**src/rtl/core/wlls_pkg.sv**
```systemverilog
package wlls_pkg;

   localparam int MaxThreadsDefault = 256;
   localparam int RingDepth = 256;
   localparam int RingAw = 8;
   localparam int IdW = 8;
   localparam int RndW = 20;
   localparam int WeightW = 4;
   localparam int SumW = 6;
   localparam int CsrIdxW = 2;

   localparam logic [WeightW-1:0] HighWeightReset = 4'd9;
   localparam logic [WeightW-1:0] MiddleWeightReset = 4'd6;
   localparam logic [WeightW-1:0] LowWeightReset = 4'd4;

   localparam logic [CsrIdxW-1:0] CsrHighWeight = 2'd0;
   localparam logic [CsrIdxW-1:0] CsrMiddleWeight = 2'd1;
   localparam logic [CsrIdxW-1:0] CsrLowWeight = 2'd2;

   typedef enum logic [1:0] {
      OP_ENQUEUE = 2'd0,
      OP_DISPATCH = 2'd1,
      OP_PREEMPT = 2'd2,
      OP_FINISH = 2'd3
   } op_type;

   typedef enum logic [2:0] {
      ST_OK = 3'd0,
      ST_BAD_LEVEL = 3'd1,
      ST_FULL = 3'd2,
      ST_NOT_READY = 3'd3,
      ST_NO_DISPATCH = 3'd4
   } status_type;

   typedef enum logic [2:0] {
      S_IDLE,
      S_MOD,
      S_READ,
      S_RESP
   } state_type;

   typedef struct packed {
      logic load;
      logic mod_step;
      logic read;
      logic respond;
   } cmd_type;

   typedef struct packed {
      logic need_mod;
      logic mod_done;
   } stat_type;

endpackage

```
**src/rtl/core/wlls_ctrl.sv**
```systemverilog
module wlls_ctrl (
   input  logic clock,
   input  logic reset,
   input  logic start,
   output logic busy,
   input  wlls_pkg::stat_type stat,
   output wlls_pkg::cmd_type cmd
);
   import wlls_pkg::*;

   state_type state_ff, state_in;

   always_ff @(posedge clock) begin
      if (reset) state_ff <= S_IDLE;
      else state_ff <= state_in;
   end

   always_comb begin
      state_in = state_ff;
      unique case (state_ff)
         S_IDLE: if (start) state_in = S_MOD;
         S_MOD: if (!stat.need_mod || stat.mod_done) state_in = S_READ;
         S_READ: state_in = S_RESP;
         S_RESP: state_in = S_IDLE;
         default: state_in = S_IDLE;
      endcase
   end

   always_comb begin
      cmd = '0;
      busy = (state_ff != S_IDLE);
      unique case (state_ff)
         S_IDLE: cmd.load = start;
         S_MOD: cmd.mod_step = 1'b1;
         S_READ: cmd.read = 1'b1;
         S_RESP: cmd.respond = 1'b1;
         default: ;
      endcase
   end
endmodule

```
**config.mk**
```make
export PLATFORM = sky130hd
export DESIGN_NAME = wlls_ctrl
export DESIGN_NICKNAME = d
export VERILOG_FILES = /design/src/rtl/core/wlls_pkg.sv /design/src/rtl/core/wlls_ctrl.sv
export SDC_FILE = /design/constraint.sdc
export NUM_CORES = 1
export LEC_CHECK = 0
export ABC_AREA = 1
export BUFFER_PORTS_ARGS = -buffer_cell sky130_fd_sc_hd__clkbuf_2
export CAP_MARGIN = 20
export CORE_AREA = 2 2 39 41
export DETAILED_ROUTE_END_ITERATION = 16
export DIE_AREA = 0 0 41 43
export MAX_ROUTING_LAYER = met4
export PLACE_DENSITY = 0.32
export RECOVER_POWER = 25
export SETUP_SLACK_MARGIN = 0.1
export SYNTH_ARGS = -nofsm -noshare
export SYNTH_HDL_FRONTEND = slang
export SYNTH_SLANG_ARGS = --single-unit
```
**constraint.sdc**
```tcl
create_clock -name clock -period 1.35 [get_ports clock]
set_input_delay 0.405 -clock clock [delete_from_list [all_inputs] [get_ports clock]]
set_output_delay 0.405 -clock clock [all_outputs]
set_load 0.01 [all_outputs]
```
Yosys cells after proc, flatten, opt, wreduce, memory -nomap -nowiden
Index checks and enable logic that the tools add are counted.
{"block": "totals", "out_inout_bits": 5, "mem_bits_rw": 0, "memories": 0, "word_cells": 18, "input_bits": 5, "reg_bits": 3, "romBits": 0, "latch_bits": 0}
{"block": "classes", "div": 0, "muxes": 7, "order_cmp": 0, "mul": 0, "eq_ne": 5, "addsub": 0, "bitwise_logic": 0, "n_reduce_logical": 5, "n_shift": 0}
{"operator": "$pmux W3 S3", "count": 1}
{"operator": "$eq A3 B2 Y1 const B", "count": 2}
{"operator": "$mux W3", "count": 2}
{"operator": "$mux W1", "count": 4}
{"operator": "$ne A2 B2 Y1 const B", "count": 2}
{"operator": "$eq A3 B1 Y1 const B", "count": 1}
{"operator": "$logic_not A3 Y1", "count": 1}
{"operator": "$reduce_bool A3 Y1", "count": 1}
{"operator": "$reduce_and A2 Y1", "count": 1}
{"operator": "$logic_not A1 Y1", "count": 1}
{"operator": "$logic_or A1 B1 Y1", "count": 1}

Longest topological paths before layout
{"block": "logic_depth", "ltp_word": 4, "ltp_mapped": 6}

Worst setup path before layout
Ideal clock, no wire load.
{"block": "synth_path", "path_kind": "register -> output", "startpoint": "register state_ff[0]", "endpoint": "output cmd[3] (netlist bit)", "n_path_buf": 0, "arrival_ps": 771, "slack_ps": 174, "required_ps": 945, "stages_incl_launch_ff": 5, "path_cell_list": "dfxtp_1 -> inv_1 -> ha_1 -> nand2_1 -> inv_1"}
{"element": "start, declared", "line": "wlls_ctrl.sv:11", "text": "state_type state_ff, state_in;"}
{"element": "start signal, assigned", "line": "wlls_ctrl.sv:15", "text": "else state_ff <= state_in;"}
{"element": "end, declared", "line": "wlls_ctrl.sv:7", "text": "output wlls_pkg::cmd_type cmd"}

==> results.toml <==
[floorplanning]
die_w_um = 41
coreArea_um2 = 1380
num_rows = 14
pin_count = 10
dieArea_um2 = 1760
fp.dieH_um = 43
initial_core_util_pct = 13.2

[route]
drt_iter0_markers = 0
drc = 0
avgRoutedWirePerCell_um = 7.10
met3_length_um = 45
vias_per_cell = 3.28
ant_nets = 0
drt_wl_total_um = 426
drt_first_pass_iters = 1
wl_met1_um = 197
top_layer_used = "met3"
wl_met2_um = 183
vias = 197

[sta]
finalCritPeriodShare_pct = 102
drv_slew = 0
finalCriticalPeriod_ns = 1.38
tightest_slew_ns = 0.202
fin_hold_ws_ns = 0.419
setup_violations = 2
slew_headroom_pct = 86.5
setup_slack_ns = -0.0315
finalHoldViolations = 0
fin_skew_ns = 0.00294
rsz0062_at_grt = "true"
max_freq_ghz = 0.724

[clock_tree]
insertion_delay_ns = 0.22
cts.reportedPaths.clkPinSlew_ns = 0.03
hold_buffers = 0
htreeDepth = 1
cts_inserted_buffers = 3
cts.sinks = 2
cts_root_buffer = "clkbuf_4"
cts_tree = "yes"
clock_path_buffers = 2

[global_routing]
track_usage_pct = 6.15
grt_start_max_net_pins = 5
grt.overflow.total = 0
grt_pass1_wl_um = 641
antenna_found_initial = 0
first_global_vias = 178

[yosys]
synth_seq_cells = 2
synth_warnings = 0
syn_nets = 35
syn_area_per_cell_um2 = 7.03
synthDistinctLibCells = 8
yosysSeqAreaShare_pct = 21.9
syn_area_um2 = 183
syn_inst = 26

[layout]
reg.largest.list = "state_ff x2"
fin_cells = 60
largest_reg_flops = 2
area_delta_synth_final_pct = 117
largest-register = "state_ff"
nFillCells = 163
layout.nets = 55
diodes = 0
drive_above_1_share_pct = 65.9

[status]
violations = "negative setup slack"
status = "finished, violations left"

[setup_path]
path_cells = "inv_4, ha_4, nand2_2, inv_1, buf_2"
required_ns = 0.95
crit_type = "register to output port"
worst_path_max_delay_cell = "dfxtp_2"
cp-start-kind = "register"
crit_arrival_ns = 0.98
cpPeakStageDelay_ns = 0.35
rr_startpoint = "state_ff[0]"
crit_fanout = 3
setup.worst_path.end_class = "output port"
reg2reg_slack_ns = 0.15
ff2ff_path_depth = 6
startpoint = "state_ff[0]"
crit_path_end = "cmd[3]"
r2r-end = "state_ff[1]"

[power]
power.density_nw_per_um2 = 2300
peakVddDrop_mv = 0.751
leakagePower_nw = 0.209

[place]
dp.cells = 54
port_buffers = 9
gp_congestion = 0.635
dp_hpwl_um = 326

[min_path]
min_path_type = "input pin to register"

[flow_run]
drv_cap = 0
cell usage after synthesis:
library cell / n / share of area [%]
a21oi_1: 2 / 5.5
dfxtp_1: 2 / 22
ha_1: 4 / 27
inv_1: 8 / 16
nand2_1: 4 / 8.2
nand2_2: 1 / 3.4
nand3_2: 2 / 11
nor2_1: 3 / 6.2
power by group:
group | internal, mW | total (mW) | switching, mW
combinational | 0.358 | 0.653 | 0.294
sequential | 0.0955 | 0.129 | 0.0336
clock | 0.0978 | 0.129 | 0.0317
total | 0.552 | 0.911 | 0.359
per-layer routing:
metal,GRT usage (%),up-vias
li1,-,112
met1,6.37,76
met2,7.81,9
met3,6.28,0
met4,2.00,0
met5,-,-
cells by family (layout without fill, tap and decap cells):
logic type / after synthesis / in the layout / synth area share, %
simple gates: 10 / 10 / 28.8
flops: 2 / 2 / 21.9
fa+ha+maj: 4 / 4 / 27.4
compound gates: 2 / 2 / 5.48
buf+inv: 8 / 26 / 16.4
through the flow:
step           util [%]  cell area [µm²]  setup TNS, ns  setup slack, ns  power [mW]
2_1_floorplan         -              183              0            0.174       0.367
3_3_place_gp       19.5              270              0            0.149       0.553
3_5_place_dp       19.5              270              0            0.146       0.537
4_1_cts            27.3              378        -0.0359          -0.0309       0.858
5_1_grt            28.7              397         -0.198          -0.0828        1.01
6_report           28.7              397        -0.0335          -0.0315       0.911
how the worst min path moves through the flow:
stage	cells after the start	end	start	slack, ns
finish	4	state_ff[0]	reset	0.42
global route	4	state_ff[0]	reset	0.42
CTS	4	state_ff[0]	reset	0.42
detailed placement	3	state_ff[0]	state_ff[0]	0.57
global placement	3	state_ff[0]	state_ff[0]	0.57
floorplan	2	state_ff[0]	state_ff[0]	0.49
area by class of cell:
cell class	count	area [µm²]	area share (%)
clock buffers	3	22.5	5.68
well taps	16	20.0	5.05
repair buffers	15	116	29.3
inverters	8	35.0	8.83
flip-flops and latches	2	42.5	10.7
multi-input cells	16	160	40.4
critical path: cells and delay by family (launching register included):
kind                     cells  cell delay [ns]
flip-flops                   1             0.35
buffers and inverters        3             0.20
adder cells (fa/ha/maj)      1             0.16
AND/OR/NAND/NOR              1             0.04
cells in the final DEF (no fill, tap or decap), drive strengths merged:
cell / n
nand3: 2
ha: 4
nor2: 3
a21oi: 2
inv: 8
dfxtp: 2
clkbuf: 8
buf: 10
nand2: 5
repair_timing:
action	CTS	global route
pin swaps	4	2
gates cloned	0	0
buffers inserted	3	0
endpoints found under the setup margin	5	5
gates resized for setup	15	9
Note: power is estimated with default switching activity, not from simulation.
